File: src/rtl/sfr_pkg.sv
// Shared types and constants for the stream find-and-replace block.
`default_nettype none
package sfr_pkg;

    localparam int BYTE_W      = 8;
    localparam int PATTERN_MAX = 8;
    localparam int REPLACE_MAX = 8;
    localparam int LEN_W       = 4;
    localparam int WORD_W      = 64;
    localparam int IDX_W       = 3;
    localparam int QUEUE_DEPTH = 4;
    localparam int QPTR_W      = 2;
    localparam int QCNT_W      = 3;

    // Configuration register indexes.
    typedef enum logic [1:0] {
        CFG_PATTERN_LEN   = 2'd0,
        CFG_PATTERN_BYTES = 2'd1,
        CFG_REPLACE_LEN   = 2'd2,
        CFG_REPLACE_BYTES = 2'd3
    } cfg_reg_t;

    // One burst of output bytes, produced by the front end for an accepted input byte.
    typedef struct packed {
        logic [WORD_W-1:0] data;   // byte k in bits 8k+7..8k
        logic [IDX_W-1:0]  nm1;    // number of bytes minus one
        logic              last;   // final byte of the burst ends the text
    } sfr_entry_t;

endpackage
`default_nettype wire

File: src/rtl/sfr_front.sv
// Front end: configuration registers, match window and burst classification.
`default_nettype none
module sfr_front (
    input  wire logic                        aclk,
    input  wire logic                        aresetn,
    input  wire logic                        cfg_wr_en,
    input  wire logic [1:0]                  cfg_index,
    input  wire logic [sfr_pkg::WORD_W-1:0]  cfg_wdata,
    input  wire logic                        in_valid,
    input  wire logic [sfr_pkg::BYTE_W-1:0]  in_byte,
    input  wire logic                        in_last,
    output logic                             in_ready,
    input  wire logic                        q_full,
    output logic                             q_push,
    output sfr_pkg::sfr_entry_t              q_entry
);
    import sfr_pkg::*;

    logic [LEN_W-1:0]   pattern_len_reg;
    logic [WORD_W-1:0]  pattern_bytes_reg;
    logic [LEN_W-1:0]   replace_len_reg;
    logic [WORD_W-1:0]  replace_bytes_reg;

    logic [BYTE_W-1:0]  window_reg [PATTERN_MAX];
    logic [BYTE_W-1:0]  window_next [PATTERN_MAX];
    logic [IDX_W-1:0]   count_reg;
    logic [IDX_W-1:0]   count_next;

    logic [BYTE_W-1:0]  pushed [PATTERN_MAX];
    logic [LEN_W-1:0]   plen;
    logic [LEN_W-1:0]   rlen;
    logic [LEN_W-1:0]   pushed_cnt;
    logic               accept;
    logic               match;
    logic               pop;
    logic [WORD_W-1:0]  pushed_word;

    function automatic logic [LEN_W-1:0] clamp_len(input logic [LEN_W-1:0] v,
                                                   input logic [LEN_W-1:0] maxv);
        logic [LEN_W-1:0] r;
        if (v == '0) begin
            r = LEN_W'(1);
        end else if (v > maxv) begin
            r = maxv;
        end else begin
            r = v;
        end
        return r;
    endfunction

    assign in_ready   = !q_full;
    assign accept     = in_valid && in_ready;
    assign plen       = clamp_len(pattern_len_reg, LEN_W'(PATTERN_MAX));
    assign rlen       = clamp_len(replace_len_reg, LEN_W'(REPLACE_MAX));
    assign pushed_cnt = {1'b0, count_reg} + LEN_W'(1);

    always_comb begin
        for (int k = 0; k < PATTERN_MAX; k++) begin
            pushed[k] = (IDX_W'(k) == count_reg) ? in_byte : window_reg[k];
            pushed_word[k*BYTE_W +: BYTE_W] = pushed[k];
        end
    end

    // Compare only the first plen bytes, and only when the window is exactly full.
    always_comb begin
        match = (pushed_cnt == plen);
        for (int k = 0; k < PATTERN_MAX; k++) begin
            if ((LEN_W'(k) < plen) &&
                (pushed[k] != pattern_bytes_reg[k*BYTE_W +: BYTE_W])) begin
                match = 1'b0;
            end
        end
    end

    assign pop = (pushed_cnt >= plen) && !match;

    always_comb begin
        for (int k = 0; k < PATTERN_MAX - 1; k++) begin
            window_next[k] = pop ? pushed[k+1] : pushed[k];
        end
        window_next[PATTERN_MAX-1] = pushed[PATTERN_MAX-1];

        if (match || in_last) begin
            count_next = '0;
        end else if (pop) begin
            count_next = count_reg;
        end else begin
            count_next = pushed_cnt[IDX_W-1:0];
        end
    end

    always_comb begin
        q_entry.last = in_last;
        priority if (match) begin
            q_entry.data = replace_bytes_reg;
            q_entry.nm1  = IDX_W'(rlen - LEN_W'(1));
        end else if (in_last) begin
            q_entry.data = pushed_word;
            q_entry.nm1  = count_reg;
        end else begin
            q_entry.data = pushed_word;
            q_entry.nm1  = '0;
        end
        q_push = accept && (match || pop || in_last);
    end

    always_ff @(posedge aclk) begin
        if (!aresetn) begin
            pattern_len_reg   <= LEN_W'(1);
            pattern_bytes_reg <= '0;
            replace_len_reg   <= LEN_W'(1);
            replace_bytes_reg <= '0;
        end else if (cfg_wr_en) begin
            unique case (cfg_reg_t'(cfg_index))
                CFG_PATTERN_LEN:   pattern_len_reg   <= cfg_wdata[LEN_W-1:0];
                CFG_PATTERN_BYTES: pattern_bytes_reg <= cfg_wdata;
                CFG_REPLACE_LEN:   replace_len_reg   <= cfg_wdata[LEN_W-1:0];
                CFG_REPLACE_BYTES: replace_bytes_reg <= cfg_wdata;
                default: ;
            endcase
        end
    end

    always_ff @(posedge aclk) begin
        if (!aresetn) begin
            count_reg <= '0;
        end else if (accept) begin
            count_reg <= count_next;
        end
    end

    always_ff @(posedge aclk) begin
        if (accept) begin
            window_reg <= window_next;
        end
    end

    // A match always empties the window.
    a_match_clears: assert property (@(posedge aclk) disable iff (!aresetn)
        accept && match |=> count_reg == '0)
        else $error("window not empty after a match");

endmodule
`default_nettype wire

File: src/rtl/sfr_queue.sv
// Short queue of output bursts between the front end and the back end.
`default_nettype none
module sfr_queue (
    input  wire logic                 aclk,
    input  wire logic                 aresetn,
    input  wire logic                 push,
    input  sfr_pkg::sfr_entry_t       push_entry,
    input  wire logic                 pop,
    output sfr_pkg::sfr_entry_t       head,
    output logic                      not_empty,
    output logic                      full
);
    import sfr_pkg::*;

    sfr_entry_t          slots_reg [QUEUE_DEPTH];
    logic [QPTR_W-1:0]   wr_ptr_reg;
    logic [QPTR_W-1:0]   rd_ptr_reg;
    logic [QCNT_W-1:0]   count_reg;
    logic [QCNT_W-1:0]   count_next;

    assign not_empty = (count_reg != '0);
    assign full      = (count_reg == QCNT_W'(QUEUE_DEPTH));
    assign head      = slots_reg[rd_ptr_reg];

    always_comb begin
        count_next = count_reg;
        if (push && !pop) begin
            count_next = count_reg + QCNT_W'(1);
        end else if (pop && !push) begin
            count_next = count_reg - QCNT_W'(1);
        end
    end

    always_ff @(posedge aclk) begin
        if (!aresetn) begin
            wr_ptr_reg <= '0;
            rd_ptr_reg <= '0;
            count_reg  <= '0;
        end else begin
            count_reg <= count_next;
            if (push) begin
                wr_ptr_reg <= wr_ptr_reg + QPTR_W'(1);
            end
            if (pop) begin
                rd_ptr_reg <= rd_ptr_reg + QPTR_W'(1);
            end
        end
    end

    always_ff @(posedge aclk) begin
        if (push) begin
            slots_reg[wr_ptr_reg] <= push_entry;
        end
    end

    a_no_overflow: assert property (@(posedge aclk) disable iff (!aresetn)
        full |-> !push)
        else $error("push into a full queue");

    a_no_underflow: assert property (@(posedge aclk) disable iff (!aresetn)
        !not_empty |-> !pop)
        else $error("pop from an empty queue");

    a_ptr_gap: assert property (@(posedge aclk) disable iff (!aresetn)
        QPTR_W'(wr_ptr_reg - rd_ptr_reg) == count_reg[QPTR_W-1:0])
        else $error("queue pointers disagree with fill count");

endmodule
`default_nettype wire

File: src/rtl/sfr_back.sv
// Back end: serialises queued bursts into the registered output stream.
`default_nettype none
module sfr_back (
    input  wire logic                        aclk,
    input  wire logic                        aresetn,
    input  sfr_pkg::sfr_entry_t              head,
    input  wire logic                        q_not_empty,
    output logic                             q_pop,
    output logic                             m_tvalid,
    input  wire logic                        m_tready,
    output logic [sfr_pkg::BYTE_W-1:0]       m_tdata,
    output logic                             m_tlast
);
    import sfr_pkg::*;

    logic                m_tvalid_reg;
    logic                m_tvalid_next;
    logic [BYTE_W-1:0]   m_tdata_reg;
    logic [BYTE_W-1:0]   m_tdata_next;
    logic                m_tlast_reg;
    logic                m_tlast_next;
    logic [IDX_W-1:0]    idx_reg;
    logic [IDX_W-1:0]    idx_next;
    logic                load;
    logic                end_of_burst;

    assign load         = !m_tvalid_reg || m_tready;
    assign end_of_burst = (idx_reg == head.nm1);

    always_comb begin
        m_tvalid_next = m_tvalid_reg;
        m_tdata_next  = m_tdata_reg;
        m_tlast_next  = m_tlast_reg;
        idx_next      = idx_reg;
        q_pop         = 1'b0;
        if (load) begin
            m_tvalid_next = q_not_empty;
            if (q_not_empty) begin
                m_tdata_next = head.data[{idx_reg, 3'b000} +: BYTE_W];
                m_tlast_next = head.last && end_of_burst;
                if (end_of_burst) begin
                    idx_next = '0;
                    q_pop    = 1'b1;
                end else begin
                    idx_next = idx_reg + IDX_W'(1);
                end
            end
        end
    end

    always_ff @(posedge aclk) begin
        if (!aresetn) begin
            m_tvalid_reg <= 1'b0;
            idx_reg      <= '0;
        end else begin
            m_tvalid_reg <= m_tvalid_next;
            idx_reg      <= idx_next;
        end
    end

    always_ff @(posedge aclk) begin
        m_tdata_reg <= m_tdata_next;
        m_tlast_reg <= m_tlast_next;
    end

    assign m_tvalid = m_tvalid_reg;
    assign m_tdata  = m_tdata_reg;
    assign m_tlast  = m_tlast_reg;

    // A final byte is always the end of its burst.
    a_last_ends_burst: assert property (@(posedge aclk) disable iff (!aresetn)
        load && q_not_empty && head.last && end_of_burst |=> idx_reg == '0)
        else $error("burst index not rewound after the final byte");

endmodule
`default_nettype wire

File: src/rtl/stream_find_replace_top.sv
// Top level of the streaming find-and-replace block.
// The block rewrites a byte stream, replacing every non-overlapping occurrence of
// a configured pattern (one to eight bytes) with a replacement (one to eight bytes).
// Input transactions arrive on the s_ stream, one text byte each, with s_tlast
// on the final byte of the text. Results leave on the m_ stream, one byte per
// transaction, with m_tlast on the final byte of the rewritten text.
// The configuration port must be written only while the block is idle; the block
// itself does not enforce this, and the lengths are clamped to one to eight bytes.
// The front end holds up to seven pending bytes in its window and turns each
// accepted byte into a burst of zero to eight output bytes, which it places in
// a four-entry queue. The back end emits one byte per cycle from that queue
// while the receiver is ready. An output byte passes through the queue and
// the output register. Throughput is one input transaction per cycle; a
// replacement longer than one byte, or a flush at the end of the text, can make
// the queue fill, and the input is then held off while the queue is full.
// When the receiver stalls the output register holds its transaction and the
// queue keeps absorbing input until it is full.
// Reset empties the window and the queue and restores the configuration to
// single-byte pattern and replacement, both zero.
`default_nettype none
module stream_find_replace_top (
    input  wire logic                        aclk,
    input  wire logic                        aresetn,
    // Configuration write port.
    input  wire logic                        cfg_wr_en,
    input  wire logic [1:0]                  cfg_index,
    input  wire logic [sfr_pkg::WORD_W-1:0]  cfg_wdata,
    // Input stream.
    input  wire logic                        s_tvalid,
    output logic                             s_tready,
    input  wire logic [7:0]                  s_tdata,   // in_byte [7:0]
    input  wire logic                        s_tlast,
    // Output stream.
    output logic                             m_tvalid,
    input  wire logic                        m_tready,
    output logic [7:0]                       m_tdata,   // out_byte [7:0]
    output logic                             m_tlast
);
    import sfr_pkg::*;

    sfr_entry_t  push_entry;
    sfr_entry_t  head;
    logic        q_push;
    logic        q_pop;
    logic        q_full;
    logic        q_not_empty;

    sfr_front u_front (
        .aclk      (aclk),
        .aresetn   (aresetn),
        .cfg_wr_en (cfg_wr_en),
        .cfg_index (cfg_index),
        .cfg_wdata (cfg_wdata),
        .in_valid  (s_tvalid),
        .in_byte   (s_tdata),
        .in_last   (s_tlast),
        .in_ready  (s_tready),
        .q_full    (q_full),
        .q_push    (q_push),
        .q_entry   (push_entry)
    );

    sfr_queue u_queue (
        .aclk       (aclk),
        .aresetn    (aresetn),
        .push       (q_push),
        .push_entry (push_entry),
        .pop        (q_pop),
        .head       (head),
        .not_empty  (q_not_empty),
        .full       (q_full)
    );

    sfr_back u_back (
        .aclk        (aclk),
        .aresetn     (aresetn),
        .head        (head),
        .q_not_empty (q_not_empty),
        .q_pop       (q_pop),
        .m_tvalid    (m_tvalid),
        .m_tready    (m_tready),
        .m_tdata     (m_tdata),
        .m_tlast     (m_tlast)
    );

endmodule
`default_nettype wire
File: config.mk
export PLATFORM = sky130hd
export DESIGN_NAME = stream_find_replace_top
export DESIGN_NICKNAME = d
export VERILOG_FILES = /design/src/rtl/sfr_pkg.sv /design/src/rtl/sfr_front.sv /design/src/rtl/sfr_queue.sv /design/src/rtl/sfr_back.sv /design/src/rtl/stream_find_replace_top.sv
export SDC_FILE = /design/constraint.sdc
export NUM_CORES = 1
export LEC_CHECK = 0
export ABC_AREA = 1
export BUFFER_PORTS_ARGS = -buffer_cell sky130_fd_sc_hd__clkbuf_2
export CAP_MARGIN = 20
export CORE_ASPECT_RATIO = 1.5
export CORE_MARGIN = 3
export CORE_UTILIZATION = 55
export CTS_BUF_LIST = sky130_fd_sc_hd__clkbuf_4
export CTS_CLUSTER_DIAMETER = 60
export DETAILED_ROUTE_END_ITERATION = 8
export PLACE_DENSITY = 0.79
export SLEW_MARGIN = 20
export SYNTH_ARGS = -nofsm -noshare
export SYNTH_HDL_FRONTEND = slang
export SYNTH_SLANG_ARGS = --single-unit
File: constraint.sdc
create_clock -name aclk -period 13.6 [get_ports aclk]
set_clock_uncertainty 0.2 [all_clocks]
set_input_delay 0.68 -clock aclk [delete_from_list [all_inputs] [get_ports aclk]]
set_output_delay 0.68 -clock aclk [all_outputs]
set_load 0.01 [all_outputs]
==> Word level (Yosys, flattened, before mapping) <==
Memory sizes are Yosys's and may differ from the RTL's. A register that Yosys moved wholly into a read port is not among the register bits.
Index checks and enable logic that the tools add are counted.
{ "totals": {"reg_bits": 223, "mem_bits_rw": 272, "inputBits": 80, "mem_count": 1} }
{ "memory_table": {"columns": ["name", "depth", "width", "rd", "rd_ports_with_merged_regs", "wr", "line", "source"], "rows": [
  ["u_queue.slots_reg", 4, 68, 1, 1, 1, "sfr_queue.sv:15", "sfr_entry_t slots_reg [QUEUE_DEPTH];"]
]} }
{ "op_classes": {"n_addsub": 7, "n_lt_le_gt_ge": 11, "n_eq_ne": 22, "n_shift": 1, "n_mux": 41, "reduce_logical": 35} }
{ "op_table": {"columns": ["cell", "n"], "rows": [
  ["$mux W8", 15],
  ["$mux W67", 1],
  ["$ne A8 B8 Y1", 8],
  ["$shiftx A64 B7 Y8", 1],
  ["$mux W3", 8],
  ["$lt A3 B4 Y1 const A", 4],
  ["$logic_and A1 B1 Y1", 14],
  ["$mux W1", 13],
  ["$eq A3 B3 Y1 const A", 4],
  ["$reduce_and A2 Y1", 6],
  ["$gt A4 B4 Y1 const B", 2],
  ["$logic_not A4 Y1", 2],
  ["$lt A1 B4 Y1 const A", 2],
  ["$lt A2 B4 Y1 const A", 2],
  ["$mux W4", 2],
  ["$add A3 B1 Y3 const B", 2],
  ["$eq A2 B3 Y1 const A", 2],
  ["$sub A3 B1 Y3 const B", 2],
  ["$logic_not A1 Y1", 5],
  ["$add A2 B1 Y2 const B", 2],
  ["$add A3 B1 Y4 const B", 1],
  ["$eq A2 B2 Y1 const B", 2],
  ["$eq A4 B4 Y1", 1],
  ["$ge A4 B4 Y1", 1],
  ["other kinds (11)", 15]
]} }

==> Logic depth before layout (Yosys ltp) <==
{ "depth": {"depth_word": 22, "ltp_mapped": 23, "ltp_nobuf": 21} }

==> By module <==
From an unflattened synthesis, not the netlist that was laid out.
{ "unflattened": {"cells_unflattened": 2451, "hier_area_um2": 22435.3} }
{ "by_module_without_submodules": {"columns": ["module", "n_inst", "cells_per_inst", "area_per_inst_um2", "seq_area_each_um2"], "rows": [
  ["sfr_front", 1, 1552, 10776.6, 4704.5],
  ["sfr_queue", 1, 716, 10506.3, 8348.0],
  ["sfr_back", 1, 183, 1152.4, 350.3]
]} }

==> Worst setup path after synthesis <==
Ideal clock, no wire load.
{ "synth_timing": {"path_type": "input -> register", "from": "input port s_tvalid", "to": "memory u_queue.slots_reg[0][0] in the netlist's numbering, enable pin", "setup_ns": 0.494, "arrival_time_ns": 6.361, "required_ns": 12.906, "path_slack_ns": 6.545, "path_stages": 4, "n_path_buf": 1, "cell_sequence": "and2_1 -> clkbuf_1 -> o21ai_1 -> nor2_1"} }
{ "synth_between": {"elab_chain_cells": 4} }
{ "synth_lines": {"columns": ["element", "line", "source"], "rows": [
  ["start, declared", "stream_find_replace_top.sv:29", "input wire logic s_tvalid,"],
  ["$logic_and A1 B1 Y1", "sfr_front.sv:52", "assign accept = in_valid && in_ready;"],
  ["via u_front.accept", "sfr_front.sv:33", "logic accept;"],
  ["$logic_and A1 B1 Y1", "sfr_front.sv:104", "q_push = accept && (match || pop || in_last);"],
  ["$mux W1", "sfr_queue.sv:51", "if (push) begin"],
  ["$mux W1 (not written as such)", "sfr_queue.sv:52", "slots_reg[wr_ptr_reg] <= push_entry;"],
  ["end, declared", "sfr_queue.sv:15", null]
]} }
The timed path passes the listed nets, and every way through them passes these cells.

==> flow_metrics.py <==
metrics = {
    "synth": {
        "ys_warn_count": 0,
        "ys_ff_latch": 497,
        "syn_area_um2": 21800,
        "ys_types": 38,
        "seq_area_frac_synth_pct": 61.3,
        "avgSynthCellArea_um2": 9.61,
        "postSynthCellCount": 2274,
        "syn-num-nets": 2372,
    },
    "sta": {
        "hold_viol_final": 0,
        "setup_slack_ns": 8.25,
        "rsz0062_at_grt": "false",
        "period_minus_slack_ns": 5.35,
        "slew_headroom_pct": 21.0,
        "finalCritPeriodShare_pct": 39.4,
        "worst_pin_slew_ns": 1.19,
        "tns_ns": 0,
        "setup_viol": 0,
        "fmax_mhz": 187,
        "drv_slew": 0,
    },
    "power": {
        "ir_drop_v": 0.000130,
        "combPwrFrac_pct": 34.4,
        "switching_share_pct": 38.0,
        "power_frac_seq_pct": 43.3,
        "internal-power_uw": 3240,
        "p_leak_uw": 0.00942,
        "p_clk_share_pct": 22.3,
        "switchingPower_uw": 1990,
        "power_density_nw_per_um2": 213,
    },
    "route": {
        "drt-initial-drc-count": 2059,
        "vias": 17875,
        "ant_nets": 0,
        "wl_per_cell_um": 20.3,
        "via_per_inst": 5.93,
        "drc_errors": 0,
        "drtPass1Iterations": 6,
        "drt_wl_total_um": 61300,
    },
    "status": {
        "status": "finished, final reports clean",
    },
    "layout": {
        "finalInstanceArea_um2": 24600,
        "finalNetCount": 2518,
        "area_delta_synth_final_pct": 12.6,
        "drive_gt1_share_pct": 12.8,
        "final_util_pct": 63.3,
        "largest_reg_flops": 272,
    },
    "setup_path": {
        "cp_data_required_time_ns": 14.02,
        "end_kind": "flip-flop",
        "startpoint_type": "flip-flop",
        "critPathKind": "reg2reg",
        "critical_path_arrival_ns": 5.77,
        "r2r-start": "u_front.count_reg[0]$_SDFFE_PN0P_",
        "startpoint": "u_front.count_reg[0]$_SDFFE_PN0P_",
        "rr_worst_depth": 15,
        "r2r_slack_ns": 8.25,
        "rr_endpoint": "u_front.window_reg[54]$_DFFE_PP_",
        "crit_fanout": 59,
    },
    "grt": {
        "antenna_found_initial": 1,
        "overflow": 0,
        "grt_pass1_vias": 17451,
        "grt_max_degree": 116,
        "grt_pass1_wl_um": 93800,
        "grt_usage_pct": 28.4,
    },
    "flow_run": {
        "drv_cap": 0,
    },
    "place": {
        "post-dp-hpwl_um": 39300,
        "portBuffers": 90,
        "pre_cts_ws_ns": 8.45,
        "routabilityCongestion": 0.947,
        "dpl_cell_area_um2": 22500,
    },
    "clock_tree": {
        "cts_tree": "built",
        "cts_max_level": 3,
        "clk_latency_ns": 0.83,
        "numCtsBuffers": 110,
        "clkTransAtPathRegs_ns": 0.07,
        "cts_root_buf": "clkbuf_4",
        "postCtsSetupBuffers": 0,
        "holdBufCountCts": 61,
        "post_cts_resize_count": 0,
        "cts_sinks": 497,
        "clock_path_buffers": 3,
    },
    "floorplanning": {
        "ios": 91,
        "start_util_pct": 56.2,
        "chipWidth_um": 169,
        "die_area_um2": 42200,
        "die_height_um": 250,
        "rows": 88,
        "core_um2": 38900,
    },
    "worst_hold_path": {
        "min_to": "u_front.replace_bytes_reg[7]$_SDFFE_PN0P_",
        "hold_path_depth": 3,
        "hold_start": "cfg_wdata[7]",
        "hold_class": "in2reg",
    },
}
## worst max path at each step
| stage | endpoint | slack [ns] | depth (start not counted) |
|---|---|---|---|
| final | u_front.window_reg[54]$_DFFE_PP_ | 8.25 | 15 |
| after global routing | u_front.window_reg[54]$_DFFE_PP_ | 7.98 | 19 |
| after CTS | u_front.window_reg[54]$_DFFE_PP_ | 8.39 | 14 |
| after detailed placement | u_front.window_reg[54]$_DFFE_PP_ | 8.45 | 14 |
| after global placement | u_front.window_reg[55]$_DFFE_PP_ | 8.52 | 14 |
| after floorplan | u_queue.slots_reg[0][0]$_DFFE_PP_ | 6.54 | 4 |
## power by group through the flow
stage	clock network, µW	registers (µW)	logic [µW]
global placement	0	2280	1670
finish	1170	2260	1800
CTS	1180	2260	1760
detailed placement	0	2290	1740
floorplan	0	2270	1210
global route	1260	2290	1970
## stage by stage
stage                     power, µW  std cells  hold WS, ns
after floorplan                3470       2274        0.224
after global routing           5510       3011      0.00729
final                          5230       3012       0.0467
after global placement         3950       2741        0.233
after detailed placement       4030       2742        0.245
after CTS                      5200       3010      0.00256
## per-layer routing
metal	global-route usage, %	vias to the layer above	share of wire [%]
li1	-	8301	-
met1	34.3	8507	37
met2	48.9	889	50
met3	4.03	178	7.6
met4	15.7	0	5.1
met5	0	-	0
## kinds of logic after synthesis
family          after synthesis  share of synthesized area (%)
flops                       497                           61.3
compound gates              626                           15.9
xor+xnor                     25                           1.00
fa+ha+maj                    18                           1.07
buf+inv                     295                           5.60
simple gates                813                           15.1
## synth_stat cells
| library cell | n | share of area (%) |
|---|---|---|
| a211oi_1 | 1 | 0.034 |
| a21oi_1 | 122 | 2.8 |
| a21oi_2 | 1 | 0.040 |
| a31oi_1 | 43 | 1.2 |
| a32oi_1 | 7 | 0.28 |
| and2_1 | 1 | 0.029 |
| buf_1 | 1 | 0.017 |
| buf_2 | 20 | 0.46 |
| buf_4 | 5 | 0.17 |
| buf_6 | 9 | 0.46 |
| clkbuf_1 | 105 | 1.8 |
| clkinv_1 | 2 | 0.034 |
| dfxtp_1 | 152 | 14 |
| edfxtp_1 | 345 | 47 |
| fa_1 | 1 | 0.092 |
| ha_1 | 17 | 0.97 |
| inv_1 | 150 | 2.6 |
| inv_2 | 2 | 0.034 |
| inv_6 | 1 | 0.040 |
| nand2_1 | 346 | 5.9 |
| nand2_2 | 6 | 0.17 |
| nand2_4 | 1 | 0.052 |
| nand3_1 | 112 | 2.6 |
| nand3b_1 | 13 | 0.45 |
| nand4_1 | 1 | 0.029 |
| nor2_1 | 322 | 5.5 |
| nor3_1 | 8 | 0.18 |
| nor3b_1 | 3 | 0.10 |
| o211ai_1 | 6 | 0.21 |
| o21a_1 | 1 | 0.034 |
| o21ai_0 | 304 | 7.0 |
| o21ai_1 | 66 | 1.5 |
| o21ai_2 | 7 | 0.28 |
| o21bai_1 | 1 | 0.034 |
| o221ai_1 | 52 | 2.1 |
| o22ai_1 | 15 | 0.43 |
| xnor2_1 | 16 | 0.64 |
| xor2_1 | 9 | 0.36 |
## cell type report
class / instances / area, µm²
antenna: 2 / 5.00
clock buffer: 168 / 1260
clock inverter: 39 / 195
fill: 3082 / 14300
inverter: 155 / 588
multi-input combinational: 1482 / 7280
sequential: 497 / 13400
tap: 495 / 619
timing repair buffer: 174 / 1240
## layout by cell type (no fill, tap or decap), types with 4 or more instances in the layout
cell and n:
a21oi_1 122, a31oi_1 43, a32oi_1 7, buf_4 24, clkbuf_2 89, clkbuf_4 168
clkinv_1 29, clkinv_2 8, dfxtp_1 150, dlygate4sd3_1 61, edfxtp_1 345, ha_1 17
inv_1 149, nand2_1 345, nand2_2 6, nand3_1 111, nand3b_1 13, nor2_1 318
nor2_4 4, nor3_1 7, o211ai_1 6, o21ai_0 304, o21ai_1 65, o21ai_2 8
o221ai_1 52, o22ai_1 15, xnor2_1 16, xor2_1 9
## critical path, stage by stage (launching register included)
cell     delay, ns
dfxtp_1       0.37
ha_1          0.28
ha_1          0.38
o21ai_0       0.85
xnor2_1       0.20
nand2_1       0.10
nor2_1        0.20
nand2_1       0.09
a21oi_1       0.12
nand2_1       0.07
nand2_1       0.15
nand2_2       0.43
nand2_2       0.70
buf_4         0.63
nor2_1        0.10
a31oi_1       0.23
(Power assumes the default switching activity.)
